$ cat config.mk
export PLATFORM = sky130hd
export DESIGN_NAME = ltpg_shade
export DESIGN_NICKNAME = d
export VERILOG_FILES = /design/src/design/ltpg_pkg.sv /design/src/design/ltpg_shade.sv
export SDC_FILE = /design/constraint.sdc
export NUM_CORES = 1
export LEC_CHECK = 0
export BUFFER_PORTS_ARGS = -buffer_cell sky130_fd_sc_hd__buf_2
export CAP_MARGIN = 20
export CORE_MARGIN = 1
export CORE_UTILIZATION = 33
export CTS_CLUSTER_SIZE = 25
export DETAILED_ROUTE_END_ITERATION = 6
export PLACE_DENSITY = 0.51
export SYNTH_ARGS = -nofsm -noshare
export SYNTH_HDL_FRONTEND = slang
export SYNTH_SLANG_ARGS = --single-unit
$ cat constraint.sdc
create_clock -name clk -period 4.75 [get_ports clk]
set_input_delay 0.95 -clock clk [delete_from_list [all_inputs] [get_ports clk]]
set_output_delay 0.95 -clock clk [all_outputs]
set_load 0.01 [all_outputs]
$ cat src/design/ltpg_pkg.sv
// Shared types, constants and constant tables for the LED test pattern generator.
`timescale 1ns / 1ps

package ltpg_pkg;

  // Geometry of the matrix screen and the LED ring
  localparam int SCREEN_COLS = 32;
  localparam int SCREEN_ROWS = 16;
  localparam int RING_COUNT  = 24;

  // Field widths of the input and result words
  localparam int STEP_W = 31;
  localparam int OP_W   = 3;
  localparam int COL_W  = 5;
  localparam int ROW_W  = 4;
  localparam int CH_W   = 8;

  // Datapath width of the constant divider, and of positions on screen or ring (up to 127)
  localparam int DV_W  = 32;
  localparam int POS_W = 7;

  localparam int TOTAL = SCREEN_COLS * SCREEN_ROWS;
  localparam int IDX_W = $clog2(TOTAL);

  // Color wheel and animation rates
  localparam int HUE_RANGE     = 768;
  localparam int HUE_W         = $clog2(HUE_RANGE);
  localparam int FILL_RATE     = 5;
  localparam int FILL_PAD      = 10;
  localparam int RING_HUE_RATE = 20;
  localparam int LEVEL_MAX     = 255;
  localparam int SNAKE_LEN     = 12;
  localparam int SNAKE_FADE    = 220;
  localparam int DIST_W        = $clog2(SNAKE_LEN);

  // Target and pattern codes
  localparam logic TGT_MATRIX = 1'b0;

  localparam logic [OP_W-1:0] OP_NONE    = 3'd0;
  localparam logic [OP_W-1:0] OP_SNAKE   = 3'd1;
  localparam logic [OP_W-1:0] OP_BOUNCE  = 3'd2;
  localparam logic [OP_W-1:0] OP_FILL    = 3'd3;
  localparam logic [OP_W-1:0] OP_RAINBOW = 3'd4;
  localparam logic [OP_W-1:0] OP_CHASE   = 3'd5;

  // Moduli applied to the step count
  localparam int M_SNK  = TOTAL;                  // matrix snake head
  localparam int M_BX   = 2 * (SCREEN_COLS - 1);  // matrix bounce, x period
  localparam int M_BY   = SCREEN_ROWS - 1;        // matrix bounce, half y period
  localparam int M_FILL = TOTAL + FILL_PAD;       // matrix fill period
  localparam int M_RBW  = HUE_RANGE / 2;          // matrix rainbow, half hue range
  localparam int M_CHS  = SCREEN_COLS;            // matrix chase bar
  localparam int M_RN   = RING_COUNT;             // ring snake and chase head
  localparam int M_RB   = 4 * RING_COUNT;         // ring bounce, before halving
  localparam int M_RF   = RING_COUNT + 4;         // ring fill period
  localparam int M_RR   = HUE_RANGE;              // ring rainbow

  localparam int W_SNK  = $clog2(M_SNK);
  localparam int W_BX   = $clog2(M_BX);
  localparam int W_BY   = $clog2(M_BY);
  localparam int W_FILL = $clog2(M_FILL);
  localparam int W_RBW  = $clog2(M_RBW);
  localparam int W_CHS  = $clog2(M_CHS);
  localparam int W_RN   = $clog2(M_RN);
  localparam int W_RB   = $clog2(M_RB);
  localparam int W_RF   = $clog2(M_RF);
  localparam int W_RR   = $clog2(M_RR);

  // Operand widths of the second division pass
  localparam int V5_W  = $clog2(M_FILL * FILL_RATE);
  localparam int V20_W = $clog2(M_RR * RING_HUE_RATE);
  localparam int VLV_W = $clog2(TOTAL * LEVEL_MAX);

  // Reciprocals floor(2^32 / m): the estimate is exact or one low for any 32-bit dividend
  localparam logic [DV_W-1:0] RCP_SNK  = DV_W'((64'd1 << DV_W) / M_SNK);
  localparam logic [DV_W-1:0] RCP_BX   = DV_W'((64'd1 << DV_W) / M_BX);
  localparam logic [DV_W-1:0] RCP_BY   = DV_W'((64'd1 << DV_W) / M_BY);
  localparam logic [DV_W-1:0] RCP_FILL = DV_W'((64'd1 << DV_W) / M_FILL);
  localparam logic [DV_W-1:0] RCP_RBW  = DV_W'((64'd1 << DV_W) / M_RBW);
  localparam logic [DV_W-1:0] RCP_CHS  = DV_W'((64'd1 << DV_W) / M_CHS);
  localparam logic [DV_W-1:0] RCP_RN   = DV_W'((64'd1 << DV_W) / M_RN);
  localparam logic [DV_W-1:0] RCP_RB   = DV_W'((64'd1 << DV_W) / M_RB);
  localparam logic [DV_W-1:0] RCP_RF   = DV_W'((64'd1 << DV_W) / M_RF);
  localparam logic [DV_W-1:0] RCP_RR   = DV_W'((64'd1 << DV_W) / M_RR);
  localparam logic [DV_W-1:0] RCP_TOT  = DV_W'((64'd1 << DV_W) / TOTAL);

  // Input and result words
  typedef struct packed {
    logic              target;
    logic [OP_W-1:0]   opcode;
    logic [STEP_W-1:0] step;
    logic [COL_W-1:0]  col_or_led;
    logic [ROW_W-1:0]  row;
  } in_word_t;

  typedef struct packed {
    logic [CH_W-1:0] red;
    logic [CH_W-1:0] green;
    logic [CH_W-1:0] blue;
  } out_word_t;

  // Reduced animation phases handed from the divider pipeline to the shader
  typedef struct packed {
    in_word_t          item;
    logic [IDX_W-1:0]  idx;
    logic [W_SNK-1:0]  hs;
    logic [POS_W-1:0]  bx;
    logic [POS_W-1:0]  by;
    logic [POS_W-1:0]  cs;
    logic [POS_W-1:0]  rs;
    logic [POS_W-1:0]  head;
    logic [W_RF-1:0]   rfr;
    logic [W_RBW-1:0]  re;
    logic [W_FILL-1:0] fmod;
    logic [W_RR-1:0]   rr20;
    logic [CH_W-1:0]   lvl;
  } phase_t;

  // Ring hue offset per LED: led * 768 / RING_COUNT
  typedef logic [(1 << COL_W)-1:0][HUE_W-1:0] ring_hue_t;

  function automatic ring_hue_t ring_hue_tab();
    ring_hue_t t;
    for (int i = 0; i < (1 << COL_W); i++) begin
      if (i < RING_COUNT) begin
        t[i] = HUE_W'((i * HUE_RANGE) / RING_COUNT);
      end else begin
        t[i] = '0;
      end
    end
    return t;
  endfunction

  localparam ring_hue_t RING_HUE = ring_hue_tab();

  // Matrix snake green level per tail distance
  typedef logic [(1 << DIST_W)-1:0][CH_W-1:0] snake_tab_t;

  function automatic snake_tab_t snake_tab();
    snake_tab_t t;
    for (int i = 0; i < (1 << DIST_W); i++) begin
      if (i < SNAKE_LEN) begin
        t[i] = CH_W'(LEVEL_MAX - (i * SNAKE_FADE) / SNAKE_LEN);
      end else begin
        t[i] = '0;
      end
    end
    return t;
  endfunction

  localparam snake_tab_t SNAKE_GREEN = snake_tab();

endpackage

$ cat src/design/ltpg_shade.sv
// Shader: picks the pattern hit for the pixel, then maps it to an RGB word.
`timescale 1ns / 1ps

module ltpg_shade import ltpg_pkg::*; (
  input  logic      clk,
  input  logic      rst_n,
  input  logic      ph_valid,
  input  phase_t    ph,
  output logic      out_valid,
  output out_word_t out_word
);

  localparam int RING_SNAKE_LEN = 6;
  localparam int RING_CHASE_LEN = 4;
  localparam int BAR_LEN        = 3;
  localparam int SUM_W          = HUE_W + 1;

  localparam logic [CH_W-1:0] FULL        = 8'd255;
  localparam logic [CH_W-1:0] BOUNCE_NEAR = 8'd120;
  localparam logic [CH_W-1:0] RING_FILL   = 8'd200;
  localparam logic [CH_W-1:0] STEP_80     = 8'd80;
  localparam logic [CH_W-1:0] STEP_60     = 8'd60;
  localparam logic [CH_W-1:0] STEP_40     = 8'd40;

  localparam logic [HUE_W-1:0] SEG_1    = 10'd256;
  localparam logic [HUE_W-1:0] SEG_2    = 10'd512;
  localparam logic [HUE_W-1:0] SEG_1END = 10'd511;
  localparam logic [HUE_W-1:0] SEG_2END = 10'd767;
  localparam logic [HUE_W-1:0] SEG_0END = 10'd255;

  typedef enum logic [3:0] {
    K_BLACK,
    K_MSNAKE,
    K_MBOUNCE,
    K_GREY,
    K_WHEEL,
    K_MCHASE,
    K_RSNAKE,
    K_RBOUNCE,
    K_RFILL,
    K_RCHASE
  } kind_t;

  typedef struct packed {
    kind_t             kind;
    logic [DIST_W-1:0] tail;
    logic [HUE_W-1:0]  hue;
    logic [CH_W-1:0]   lvl;
  } shd_t;

  function automatic logic [POS_W-1:0] pos_diff(logic [POS_W-1:0] a, logic [POS_W-1:0] b);
    return (a >= b) ? a - b : b - a;
  endfunction

  shd_t      s1_nxt, s1_r;
  logic      v1_r, v2_r;
  out_word_t out_nxt, out_r;

  logic [POS_W-1:0] col_p, row_p;
  logic [IDX_W:0]   snk_d;
  logic [POS_W-1:0] man, cd, ring_d, bd;
  logic [POS_W:0]   rthr;
  logic [SUM_W-1:0] mhue, rhue;
  logic             in_mat, in_ring;

  // Distances and hues for both targets
  always_comb begin
    col_p   = POS_W'(ph.item.col_or_led);
    row_p   = POS_W'(ph.item.row);
    in_mat  = (int'(ph.item.col_or_led) < SCREEN_COLS) && (int'(ph.item.row) < SCREEN_ROWS);
    in_ring = int'(ph.item.col_or_led) < RING_COUNT;

    if (ph.hs >= ph.idx) begin
      snk_d = (IDX_W+1)'(ph.hs) - (IDX_W+1)'(ph.idx);
    end else begin
      snk_d = (IDX_W+1)'(ph.hs) + (IDX_W+1)'(TOTAL) - (IDX_W+1)'(ph.idx);
    end

    man = pos_diff(col_p, ph.bx) + pos_diff(row_p, ph.by);
    cd  = pos_diff(col_p, ph.cs);

    mhue = SUM_W'(col_p) + SUM_W'(row_p) + SUM_W'({ph.re, 1'b0});
    if (mhue >= SUM_W'(HUE_RANGE)) begin
      mhue = mhue - SUM_W'(HUE_RANGE);
    end

    if (ph.rs >= col_p) begin
      ring_d = ph.rs - col_p;
    end else begin
      ring_d = ph.rs + POS_W'(RING_COUNT) - col_p;
    end
    bd = pos_diff(ph.head, col_p);

    rthr = (POS_W+1)'({ph.rfr, 1'b0});
    if (rthr >= (POS_W+1)'(M_RF)) begin
      rthr = rthr - (POS_W+1)'(M_RF);
    end

    rhue = SUM_W'(RING_HUE[ph.item.col_or_led]) + SUM_W'(ph.rr20);
    if (rhue >= SUM_W'(HUE_RANGE)) begin
      rhue = rhue - SUM_W'(HUE_RANGE);
    end
  end

  // Select what the pattern draws at this pixel
  always_comb begin
    s1_nxt      = '0;
    s1_nxt.kind = K_BLACK;
    if (ph.item.target == TGT_MATRIX) begin
      if (in_mat) begin
        unique case (ph.item.opcode)
          OP_NONE: s1_nxt.kind = K_BLACK;
          OP_SNAKE: begin
            if (snk_d < (IDX_W+1)'(SNAKE_LEN)) begin
              s1_nxt.kind = K_MSNAKE;
              s1_nxt.tail = DIST_W'(snk_d);
            end
          end
          OP_BOUNCE: begin
            if (man < POS_W'(2)) begin
              s1_nxt.kind = K_MBOUNCE;
              s1_nxt.tail = DIST_W'(man);
            end
          end
          OP_FILL: begin
            if (int'(ph.idx) < int'(ph.fmod)) begin
              s1_nxt.kind = K_GREY;
              s1_nxt.lvl  = ph.lvl;
            end
          end
          OP_RAINBOW: begin
            s1_nxt.kind = K_WHEEL;
            s1_nxt.hue  = HUE_W'(mhue);
          end
          OP_CHASE: begin
            if (cd < POS_W'(BAR_LEN)) begin
              s1_nxt.kind = K_MCHASE;
              s1_nxt.tail = DIST_W'(cd);
            end
          end
          default: s1_nxt.kind = K_BLACK;
        endcase
      end
    end else begin
      if (in_ring) begin
        unique case (ph.item.opcode)
          OP_NONE: s1_nxt.kind = K_BLACK;
          OP_SNAKE: begin
            if (ring_d < POS_W'(RING_SNAKE_LEN)) begin
              s1_nxt.kind = K_RSNAKE;
              s1_nxt.tail = DIST_W'(ring_d);
            end
          end
          OP_BOUNCE: begin
            if (bd < POS_W'(BAR_LEN)) begin
              s1_nxt.kind = K_RBOUNCE;
              s1_nxt.tail = DIST_W'(bd);
            end
          end
          OP_FILL: begin
            if ((POS_W+1)'(col_p) < rthr) begin
              s1_nxt.kind = K_RFILL;
            end
          end
          OP_RAINBOW: begin
            s1_nxt.kind = K_WHEEL;
            s1_nxt.hue  = HUE_W'(rhue);
          end
          OP_CHASE: begin
            if (ring_d < POS_W'(RING_CHASE_LEN)) begin
              s1_nxt.kind = K_RCHASE;
              s1_nxt.tail = DIST_W'(ring_d);
            end
          end
          default: s1_nxt.kind = K_BLACK;
        endcase
      end
    end
  end

  // Map the selection to a color word
  always_comb begin
    out_nxt = '0;
    unique case (s1_r.kind)
      K_BLACK: out_nxt = '0;
      K_MSNAKE: out_nxt.green = SNAKE_GREEN[s1_r.tail];
      K_MBOUNCE: out_nxt.red = (s1_r.tail == '0) ? FULL : BOUNCE_NEAR;
      K_GREY: begin
        out_nxt.red   = s1_r.lvl;
        out_nxt.green = s1_r.lvl;
        out_nxt.blue  = s1_r.lvl;
      end
      K_WHEEL: begin
        if (s1_r.hue < SEG_1) begin
          out_nxt.red   = CH_W'(SEG_0END - s1_r.hue);
          out_nxt.green = CH_W'(s1_r.hue);
        end else if (s1_r.hue < SEG_2) begin
          out_nxt.green = CH_W'(SEG_1END - s1_r.hue);
          out_nxt.blue  = CH_W'(s1_r.hue - SEG_1);
        end else begin
          out_nxt.red  = CH_W'(s1_r.hue - SEG_2);
          out_nxt.blue = CH_W'(SEG_2END - s1_r.hue);
        end
      end
      K_MCHASE: begin
        out_nxt.red   = FULL - CH_W'(CH_W'(s1_r.tail) * STEP_80);
        out_nxt.green = out_nxt.red >> 1;
      end
      K_RSNAKE: out_nxt.green = FULL - CH_W'(CH_W'(s1_r.tail) * STEP_40);
      K_RBOUNCE: out_nxt.red = FULL - CH_W'(CH_W'(s1_r.tail) * STEP_80);
      K_RFILL: begin
        out_nxt.red   = RING_FILL;
        out_nxt.green = RING_FILL;
      end
      K_RCHASE: begin
        out_nxt.red   = FULL - CH_W'(CH_W'(s1_r.tail) * STEP_60);
        out_nxt.green = out_nxt.red >> 1;
      end
      default: out_nxt = '0;
    endcase
  end

  // Advance valid bits
  always_ff @(posedge clk) begin
    if (!rst_n) begin
      v1_r <= 1'b0;
      v2_r <= 1'b0;
    end else begin
      v1_r <= ph_valid;
      v2_r <= v1_r;
    end
  end

  // Hold payload stages
  always_ff @(posedge clk) begin
    s1_r  <= s1_nxt;
    out_r <= out_nxt;
  end

  assign out_valid = v2_r;
  assign out_word  = out_r;

endmodule

==> impl_metrics.env, run 1 <==
export IMPL_wl_per_cell_um=15.5
export IMPL_yosysTopAreaCell="ha_1"
export IMPL_drv_cap=0
export IMPL_power_density_nw_per_um2=217
export IMPL_fin_util=0.438
export IMPL_vias_per_cell=5.05
export IMPL_die_w_um=154
export IMPL_worst_pin_slew_ns=0.861
export IMPL_cts_root_buf="clkbuf_16"
export IMPL_rrSetupSlack_ns=1.88
export IMPL_hp_class="register to register"
export IMPL_crit_required_ns=4.96
export IMPL_wl_um=22900
export IMPL_holdPathEnd="out_valid"
export IMPL_period_share=0.996
export IMPL_async_flop_share=0
export IMPL_irDropWorstVdd_uv=122
export IMPL_track_usage=0.195
export IMPL_routabilityCongestion=0.917
export IMPL_critPathKind="input port to register"
export IMPL_holdCritStartpoint="v1_r"
export IMPL_drc=0
export IMPL_initial_core_util=0.336
export IMPL_ctsHtreeMaxLevel=3
export IMPL_endpoint_kind="register"
export IMPL_grt_pass1_vias=7319
export IMPL_grt_pass1_wl_um=36700
export IMPL_hpwl_um=19500
export IMPL_dieArea_um2=23700
export IMPL_cts_buffer_depth=2
export IMPL_yosysSeqAreaShare=0.153
export IMPL_worstPathArrival_ns=4.94
export IMPL_die_y_um=154
export IMPL_numPortBuffers=135
export IMPL_synth_top_cells_by_area="ha_1, dfxtp_1, fa_1"
export IMPL_cp_slowest_cell="or3_4"
export IMPL_drt_iter0_markers=318
export IMPL_rr_worst_depth=10
export IMPL_synth_seq_cells=58
export IMPL_path_clk_slew_ns=0.05
export IMPL_hold_viol=0
export IMPL_insertion_delay_ns=0.33
export IMPL_reg2reg_from="s1_r[18]"
export IMPL_synth_edff_count=0
export IMPL_finalPower_w=0.00216
export IMPL_worst_path_buf_inv=2
export IMPL_max_stage_delay_ns=0.43
export IMPL_worst_r2r_endpoint="out_word[23]"
export IMPL_leakage_nw=4.91
export IMPL_layout_min_cycle_time_ns=4.73
export IMPL_skew_ns=0.00886
export IMPL_grt_max_degree=22
export IMPL_drive_gt1_frac=0.271
export IMPL_grt_ovfl_total=0
export IMPL_synthCells=955
export IMPL_num_vias=7458
export IMPL_drv_slew=0
export IMPL_rsz0062_at_grt="true"
export IMPL_synth_ff_type="dfxtp_1"
export IMPL_yosysTopAreaCellShare=0.206
export IMPL_path_delay_family="compound AO/OA/AOI/OAI gates"
export IMPL_cts_tree="done"
export IMPL_cp_max_fo=7
export IMPL_rows=55
export IMPL_synth_nets=1246
export IMPL_clock_sinks=58
export IMPL_syn_avg_cell_area_um2=7.96
export IMPL_postRouteAntennaNets=0
export IMPL_hold_depth=1
export IMPL_worstPathCellList="buf_4 -> inv_2 -> ha_4 -> nor2b_4 -> o21ai_2 -> a21oi_2 -> or3_4 -> nor2_4 -> a21oi_2 -> xnor2_1 -> ha_1 -> a21o_1 -> a21oi_2 -> o21bai_1 -> a21oi_1 -> xnor2_1 -> xnor2_1 -> xnor2_1 -> a311oi_2 -> o21bai_2 -> ha_2 -> nand2b_4 -> o21ai_2 -> mux2_4"
export IMPL_yosys_warnings=0
export IMPL_cts_buffers=9
export IMPL_setup_violations=0
export IMPL_ys_types=83
export IMPL_core_area_um2=22600
export IMPL_max_slew_margin=0.422
export IMPL_drt_pass1_iter_count=7
export IMPL_crit_path_start_kind="input port"
export IMPL_io_pins=167
export IMPL_status="completed"
export IMPL_max_freq_mhz=211
export IMPL_fin_nets=1474
export IMPL_n_fill_cell=2311
export IMPL_syn_to_final_growth_pct=30.5
export IMPL_cp_common_cell="xnor2_1"
export IMPL_syn_cell_area_um2=7600
export IMPL_grt_antenna_before_repair=5
[worst max-delay path by stage]
stage               depth (start not counted)  startpoint        to
detailed placement                         24      ph[71]  register
global placement                           24      ph[71]  register
finish                                     24      ph[71]  register
global route                               24      ph[71]  register
CTS                                        24      ph[63]  register
floorplan                                  23      ph[95]  register
[metrics by stage]
step | hold slack [ns] | TNS (ns) | setup WS (ns) | cell area [µm²] | cells
after floorplan | 0.412 | -0.0523 | -0.0523 | 7690 | 955
after global placement | 0.425 | -1.96 | -0.385 | 9380 | 1451
after detailed placement | 0.423 | -2.11 | -0.423 | 9380 | 1451
after CTS | 0.433 | 0 | 0.00555 | 9700 | 1467
after global routing | 0.452 | -0.566 | -0.233 | 9920 | 1474
final | 0.432 | 0 | 0.0198 | 9930 | 1477
[layout make-up]
type                    instances  area, µm²  share of cell area
diodes                          4       10.0             0.00101
clock buffers                  11        243              0.0245
clock inverters                 5       77.6             0.00782
inverters                     118        450              0.0454
multi-input cells             754       6110               0.616
flip-flops and latches         58       1160               0.117
well taps                     285        357              0.0359
repair buffers                242       1510               0.153
[cell families after synthesis]
kind of cell | after synthesis | share of synthesized area
AOI/OAI and AO/OA | 282 | 0.250
xor gates and xnor gates | 39 | 0.0449
adders and majority gates | 149 | 0.269
buffers and inverters | 143 | 0.0719
DFF | 58 | 0.153
muxes | 28 | 0.0387
and+or+nand+nor | 256 | 0.173
[Yosys cell counts (6+ instances only)]
| cell | number |
|---|---|
| ha_1 | 125 |
| inv_1 | 116 |
| a21oi_1 | 73 |
| nor2_1 | 67 |
| nand2_1 | 60 |
| dfxtp_1 | 58 |
| o21ai_0 | 52 |
| a21o_1 | 26 |
| xnor2_1 | 26 |
| fa_1 | 24 |
| mux2i_1 | 20 |
| nor3_1 | 19 |
| nor2b_1 | 18 |
| clkbuf_1 | 16 |
| nand2b_1 | 15 |
| a22o_1 | 14 |
| and2_1 | 14 |
| nand3_1 | 14 |
| a211oi_1 | 13 |
| xor2_1 | 13 |
| a31oi_1 | 12 |
| o22ai_1 | 9 |
| buf_2 | 8 |
| o211ai_1 | 8 |
| nand4_1 | 7 |
| o21a_1 | 7 |
| or3_1 | 7 |
| and3_1 | 6 |
| mux2_2 | 6 |
| nand3b_1 | 6 |
| o21ai_1 | 6 |
| o221ai_1 | 6 |
[routing by layer]
| layer | global-route usage | routed length (µm) | vias to the layer above |
|---|---|---|---|
| li1 | - | - | 3845 |
| met1 | 0.258 | 10900 | 3421 |
| met2 | 0.326 | 10600 | 164 |
| met3 | 0.0302 | 929 | 26 |
| met4 | 0.0533 | 451 | 2 |
| met5 | 0 | 13 | - |
[worst register-to-register path: cells and delay by family (launching register included)]
| kind | cells | cell delay, ns |
|---|---|---|
| buf+inv | 2 | 0.13 |
| compound gates | 4 | 0.64 |
| xor+xnor | 1 | 0.15 |
| flops | 1 | 0.41 |
| fa+ha+maj | 3 | 1.40 |
[cell usage in the layout (no fill, tap or decap), types with 9 or more instances in the layout]
cell and count:
a211oi_1 13, a21o_1 26, a21oi_1 66, a22o_1 14, a31oi_1 12, and2_1 14
buf_2 132, buf_4 106, clkbuf_16 9, dfxtp_1 58, fa_1 23, ha_1 117
inv_1 113, mux2i_1 19, nand2_1 60, nand2b_1 13, nand3_1 14, nor2_1 65
nor2b_1 17, nor3_1 18, o21ai_0 50, o22ai_1 9, xnor2_1 25, xor2_1 13
[repair_timing]
action                                  in CTS  in global routing
gates resized for setup                      1                 39
buffers inserted                             0                  6
endpoints found under the setup margin       2                  8
pin swaps                                    1                 33
hold buffers                                 0                  0
[report_power, final]
part           internal [W]  switching (W)
logic              0.000461       0.000496
clock network      0.000470       0.000209
registers          0.000507      0.0000157
total               0.00144       0.000721
Note: power is estimated with default switching activity, not from simulation.
==> run 2: changes to the inputs <==
--- a/config.mk
+++ b/config.mk
@@ -7,11 +7,14 @@
 export LEC_CHECK = 0
 export BUFFER_PORTS_ARGS = -buffer_cell sky130_fd_sc_hd__buf_2
 export CAP_MARGIN = 20
+export CELL_PAD_IN_SITES_DETAIL_PLACEMENT = 1
+export CELL_PAD_IN_SITES_GLOBAL_PLACEMENT = 1
 export CORE_MARGIN = 1
 export CORE_UTILIZATION = 33
 export CTS_CLUSTER_SIZE = 25
 export DETAILED_ROUTE_END_ITERATION = 6
-export PLACE_DENSITY = 0.51
+export PLACE_DENSITY = 0.67
+export SLEW_MARGIN = 10
 export SYNTH_ARGS = -nofsm -noshare
 export SYNTH_HDL_FRONTEND = slang
 export SYNTH_SLANG_ARGS = --single-unit
==> impl_metrics.env, run 2 (synthesized netlist as in run 1, its figures left out) <==
export IMPL_drc=0
export IMPL_io_pins=167
export IMPL_cts_tree="done"
export IMPL_initial_core_util=0.336
export IMPL_hp_class="register to register"
export IMPL_n_fill_cell=2782
export IMPL_clock_sinks=58
export IMPL_cp_slowest_cell="or3_4"
export IMPL_final_common_cell="buf_2"
export IMPL_cts_buffers=9
export IMPL_numPortBuffers=135
export IMPL_holdPathEnd="out_valid"
export IMPL_drive_gt1_frac=0.271
export IMPL_endpoint_kind="register"
export IMPL_hold_depth=1
export IMPL_skew_ns=0.00397
export IMPL_max_stage_delay_ns=0.43
export IMPL_most_common_layout_cells="buf_2, ha_1, inv_1"
export IMPL_drv_slew=0
export IMPL_finalPower_w=0.00211
export IMPL_layout_min_cycle_time_ns=4.72
export IMPL_rr_worst_depth=10
export IMPL_worstPathArrival_ns=4.93
export IMPL_status="completed"
export IMPL_reg2reg_from="s1_r[18]"
export IMPL_grt_pass1_vias=7876
export IMPL_post_dp_cell_area_um2=9340
export IMPL_vias_per_cell=5.25
export IMPL_irDropWorstVdd_uv=190
export IMPL_crit_path_start_kind="input port"
export IMPL_path_clk_slew_ns=0.05
export IMPL_leakage_nw=4.89
export IMPL_die_y_um=154
export IMPL_power_density_nw_per_um2=214
export IMPL_rows=55
export IMPL_worst_pin_slew_ns=0.766
export IMPL_wl_um=24700
export IMPL_critPathKind="input port to register"
export IMPL_rrSetupSlack_ns=1.85
export IMPL_drv_cap=0
export IMPL_syn_to_final_growth_pct=29.7
export IMPL_cp_max_fo=7
export IMPL_grt_pass1_wl_um=39000
export IMPL_holdCritStartpoint="v1_r"
export IMPL_rsz0062_at_grt="true"
export IMPL_track_usage=0.208
export IMPL_grt_antenna_before_repair=6
export IMPL_max_slew_margin=0.488
export IMPL_cts_buffer_depth=2
export IMPL_design_area_um2=9860
export IMPL_core_area_um2=22600
export IMPL_finalWorstSetupSlack_ns=0.0333
export IMPL_max_freq_mhz=212
export IMPL_pre_cts_slack_ns=-0.535
export IMPL_ctsHtreeMaxLevel=3
export IMPL_die_w_um=154
export IMPL_cts_root_buf="clkbuf_16"
export IMPL_grt_ovfl_total=0
export IMPL_worstPathCellList="buf_6 -> ha_4 -> nor2b_4 -> o21ai_2 -> a21oi_2 -> or3_4 -> nor2_4 -> a21oi_2 -> xnor2_1 -> ha_1 -> a21o_1 -> a21oi_2 -> o21bai_1 -> a21oi_1 -> xnor2_1 -> xnor2_1 -> xnor2_2 -> a311oi_2 -> o21bai_2 -> ha_2 -> nand2b_4 -> o21ai_2 -> mux2_4"
export IMPL_postRouteAntennaNets=0
export IMPL_setup_violations=0
export IMPL_grt_max_degree=22
export IMPL_hpwl_um=20900
export IMPL_drt_pass1_iter_count=4
export IMPL_drt_iter0_markers=260
export IMPL_num_vias=7734
export IMPL_crit_required_ns=4.96
export IMPL_insertion_delay_ns=0.32
export IMPL_fin_nets=1468
export IMPL_worst_r2r_endpoint="out_word[14]"
export IMPL_dieArea_um2=23700
export IMPL_routabilityCongestion=0.898
export IMPL_hold_viol=0
export IMPL_period_share=0.993
export IMPL_wl_per_cell_um=16.8
[run 2: cell types whose count changed in the layout (fill, tap and decap cells not counted), sizes merged]
cell      delta
buf          -6
clkinv       +3
clkbuf       -2
diode        +2
bufinv       -1
clkinvlp     -1
inv          +1
[run 2: final cells by class]
class / instances / area (µm²) / area share
inverters: 118 / 450 / 0.0457
clock buffers: 9 / 225 / 0.0228
multi-input cells: 754 / 6130 / 0.622
repair buffers: 236 / 1460 / 0.148
flip-flops and latches: 58 / 1160 / 0.118
diodes: 6 / 15.0 / 0.00152
well taps: 285 / 357 / 0.0362
clock inverters: 7 / 60.1 / 0.00609
[run 2: where the power goes]
part           leakage (nW)  switching [W]  internal [W]
logic                  4.27       0.000520      0.000462
clock network         0.149       0.000207      0.000398
registers             0.471      0.0000155      0.000507
[run 2: layer usage]
metal / vias to the layer above / routed length (µm) / share of wire / GRT usage
met5: - / 0 / 0 / 0
met4: 0 / 860 / 0.035 / 0.101
met3: 49 / 712 / 0.029 / 0.0231
met2: 157 / 12400 / 0.50 / 0.376
met1: 3700 / 10700 / 0.43 / 0.244
li1: 3828 / - / - / -
[run 2: worst max-delay path, delay by kind of cell]
| family | cells | cell delay, ns |
|---|---|---|
| adder cells (fa/ha/maj) | 3 | 0.73 |
| AO/OA/AOI/OAI | 10 | 1.32 |
| buffers and inverters | 1 | 0.11 |
| multiplexers | 1 | 0.26 |
| XOR/XNOR | 4 | 0.74 |
| AND/OR/NAND/NOR | 4 | 0.79 |
[run 2: per-stage QoR]
stage	utilization	cells	hold WS, ns	setup TNS (ns)
finish	0.436	1473	0.433	0
global route	0.435	1471	0.456	-0.576
CTS	0.426	1464	0.436	0
detailed placement	0.412	1447	0.422	-2.70
global placement	0.412	1447	0.429	-2.37
floorplan	-	955	0.412	-0.0523
[run 2: worst max-delay path by stage]
| stage | to | from | slack, ns | depth (start not counted) |
|---|---|---|---|---|
| 5_1_grt | register | ph[63] | -0.21 | 24 |
| 6_report | register | ph[100] | 0.03 | 23 |
| 3_3_place_gp | register | ph[71] | -0.48 | 24 |
| 4_1_cts | register | ph[63] | 0.00004 | 24 |
| 3_5_place_dp | register | ph[63] | -0.53 | 24 |
| 2_1_floorplan | register | ph[95] | -0.05 | 23 |
[run 2: what timing repair did]
item                       in CTS  in global routing
hold buffers                    0                  0
buffers inserted                1                  3
pin swaps                       2                 30
setup endpoints to repair       3                  7
cloned                          0                  0
resized for setup               5                 39
==> run 3: changes to the inputs <==
--- a/config.mk
+++ b/config.mk
@@ -13,7 +13,9 @@
 export CORE_UTILIZATION = 33
 export CTS_CLUSTER_SIZE = 25
 export DETAILED_ROUTE_END_ITERATION = 6
-export PLACE_DENSITY = 0.67
+export GPL_ROUTABILITY_DRIVEN = 0
+export PLACE_DENSITY = 0.64
+export SETUP_SLACK_MARGIN = 0.1
 export SLEW_MARGIN = 10
 export SYNTH_ARGS = -nofsm -noshare
 export SYNTH_HDL_FRONTEND = slang
==> constraint.sdc (replaced) <==
create_clock -name clk -period 5.9 [get_ports clk]
set_input_delay 1.18 -clock clk [delete_from_list [all_inputs] [get_ports clk]]
set_output_delay 1.18 -clock clk [all_outputs]
set_load 0.01 [all_outputs]
==> impl_metrics.env, run 3 (synthesized netlist as in run 1, its figures left out) <==
export IMPL_holdPathEnd="out_valid"
export IMPL_postRouteAntennaNets=0
export IMPL_hold_depth=1
export IMPL_cts_buffers=9
export IMPL_power_frac_seq=0.273
export IMPL_crit_required_ns=6.11
export IMPL_wl_per_cell_um=17.2
export IMPL_holdCritStartpoint="v1_r"
export IMPL_path_clk_slew_ns=0.05
export IMPL_core_area_um2=22600
export IMPL_period_share=0.907
export IMPL_swShare=0.354
export IMPL_layout_min_cycle_time_ns=5.35
export IMPL_grt_antenna_before_repair=2
export IMPL_status="completed"
export IMPL_setup_violations=0
export IMPL_die_w_um=154
export IMPL_cp_max_fo=8
export IMPL_p_clk_frac=0.292
export IMPL_rr_worst_depth=10
export IMPL_power_frac_comb=0.434
export IMPL_drt_iter0_markers=268
export IMPL_max_slew_margin=0.440
export IMPL_die_y_um=154
export IMPL_leakage_nw=4.40
export IMPL_cts_root_buf="clkbuf_16"
export IMPL_cp_startpoint="ph[71]"
export IMPL_vias_per_cell=5.25
export IMPL_track_usage=0.205
export IMPL_io_pins=167
export IMPL_grt_max_degree=22
export IMPL_dieArea_um2=23700
export IMPL_num_vias=7235
export IMPL_skew_ns=0.00332
export IMPL_syn_to_final_growth_pct=17.1
export IMPL_hpwl_um=20000
export IMPL_multi_input_area_um2=5910
export IMPL_clock_sinks=58
export IMPL_max_freq_mhz=187
export IMPL_worstPathArrival_ns=5.57
export IMPL_n_fill_cell=2799
export IMPL_drt_pass1_iter_count=4
export IMPL_grt_pass1_vias=7373
export IMPL_drv_slew=0
export IMPL_critPathKind="input port to register"
export IMPL_fin_hold_ws_ns=0.433
export IMPL_irDropWorstVdd_uv=152
export IMPL_reg2reg_from="s1_r[18]"
export IMPL_ctsHtreeMaxLevel=3
export IMPL_wl_um=23600
export IMPL_numPortBuffers=135
export IMPL_insertion_delay_ns=0.33
export IMPL_p_sw_w=0.000545
export IMPL_cts_buffer_depth=2
export IMPL_power_density_nw_per_um2=173
export IMPL_final_common_cell="buf_2"
export IMPL_p_int_w=0.000996
export IMPL_rsz0062_at_grt="false"
export IMPL_cts_tree="done"
export IMPL_rrSetupSlack_ns=2.98
export IMPL_finalSetupTns_ns=0
export IMPL_initial_core_util=0.336
export IMPL_fin_nets=1380
export IMPL_worst_r2r_endpoint="out_word[14]"
export IMPL_endpoint_kind="register"
export IMPL_most_common_layout_cells="buf_2, ha_1, inv_1"
export IMPL_crit_path_start_kind="input port"
export IMPL_grt_ovfl_total=0
export IMPL_hold_viol=0
export IMPL_rows=55
export IMPL_drc=0
export IMPL_worst_pin_slew_ns=0.833
export IMPL_grt_pass1_wl_um=38500
export IMPL_drv_cap=0
export IMPL_seq_area_um2=1160
export IMPL_hp_class="register to register"
export IMPL_post_cts_buffers=0
export IMPL_drive_gt1_frac=0.174
==> run 3: cell count changes in the layout (fill, tap and decap cells not counted), moves of 6 or more <==
cell and change:
a21oi_1 +9, clkinv_2 -6, buf_4 -88, ha_4 -7, a21oi_2 -9, ha_1 +9
==> run 3: worst max path at each step <==
stage,endpoint,slack [ns],cells after the start
after CTS,register,0.46,23
after floorplan,register,0.59,22
after detailed placement,register,0.13,23
final,register,0.55,23
after global placement,register,0.17,23
after global routing,register,0.12,23
==> run 3: worst max-delay path, cell delays in order <==
cell      delay, ns
buf_2          0.16
inv_1          0.06
ha_1           0.32
nor2b_1        0.14
o21ai_1        0.16
a21oi_1        0.08
or3_1          0.48
nor2_1         0.14
a21oi_1        0.09
fa_1           0.47
a21o_1         0.17
a21oi_1        0.21
o21bai_1       0.09
a21oi_1        0.18
xnor2_1        0.15
xnor2_1        0.18
xnor2_2        0.18
a311oi_2       0.14
o21bai_2       0.30
ha_1           0.22
nand2b_1       0.12
o21ai_1        0.07
mux2_2         0.26
==> run 3: power groups by stage <==
stage / Combinational, W / Clock (W) / Sequential [W]
3_3_place_gp: 0.000654 / 0 / 0.000428
3_5_place_dp: 0.000665 / 0 / 0.000428
6_report: 0.000669 / 0.000450 / 0.000421
5_1_grt: 0.000754 / 0.000478 / 0.000423
4_1_cts: 0.000668 / 0.000463 / 0.000421
2_1_floorplan: 0.000452 / 0 / 0.000427
==> run 3: per-stage QoR <==
step | power (W) | utilization | instances | setup slack (ns) | cell area [µm²]
2_1_floorplan | 0.000880 | - | 955 | 0.587 | 7600
3_3_place_gp | 0.00108 | 0.381 | 1363 | 0.167 | 8630
3_5_place_dp | 0.00109 | 0.381 | 1363 | 0.130 | 8630
4_1_cts | 0.00155 | 0.393 | 1376 | 0.455 | 8890
5_1_grt | 0.00165 | 0.393 | 1376 | 0.119 | 8900
6_report | 0.00154 | 0.393 | 1377 | 0.547 | 8910
==> run 3: area by class of cell <==
class / count / share of cell area
multi-input cells: 754 / 0.664
inverters: 118 / 0.0497
flip-flops and latches: 58 / 0.130
diodes: 1 / 0.000281
well taps: 285 / 0.0400
clock buffers: 13 / 0.0292
repair buffers: 148 / 0.0868
==> run 3: metal layers <==
| layer | track usage | vias up | part of all wire |
|---|---|---|---|
| li1 | - | 3652 | - |
| met4 | 0.0624 | 2 | 0.020 |
| met3 | 0.0200 | 28 | 0.028 |
| met5 | 0 | - | 0.00051 |
| met1 | 0.258 | 3450 | 0.45 |
| met2 | 0.367 | 103 | 0.50 |
==> run 3: what timing repair did <==
item | CTS | global route
hold buffers | 0 | 0
resized for setup | 0 | 2
endpoints found under the setup margin | 0 | 3
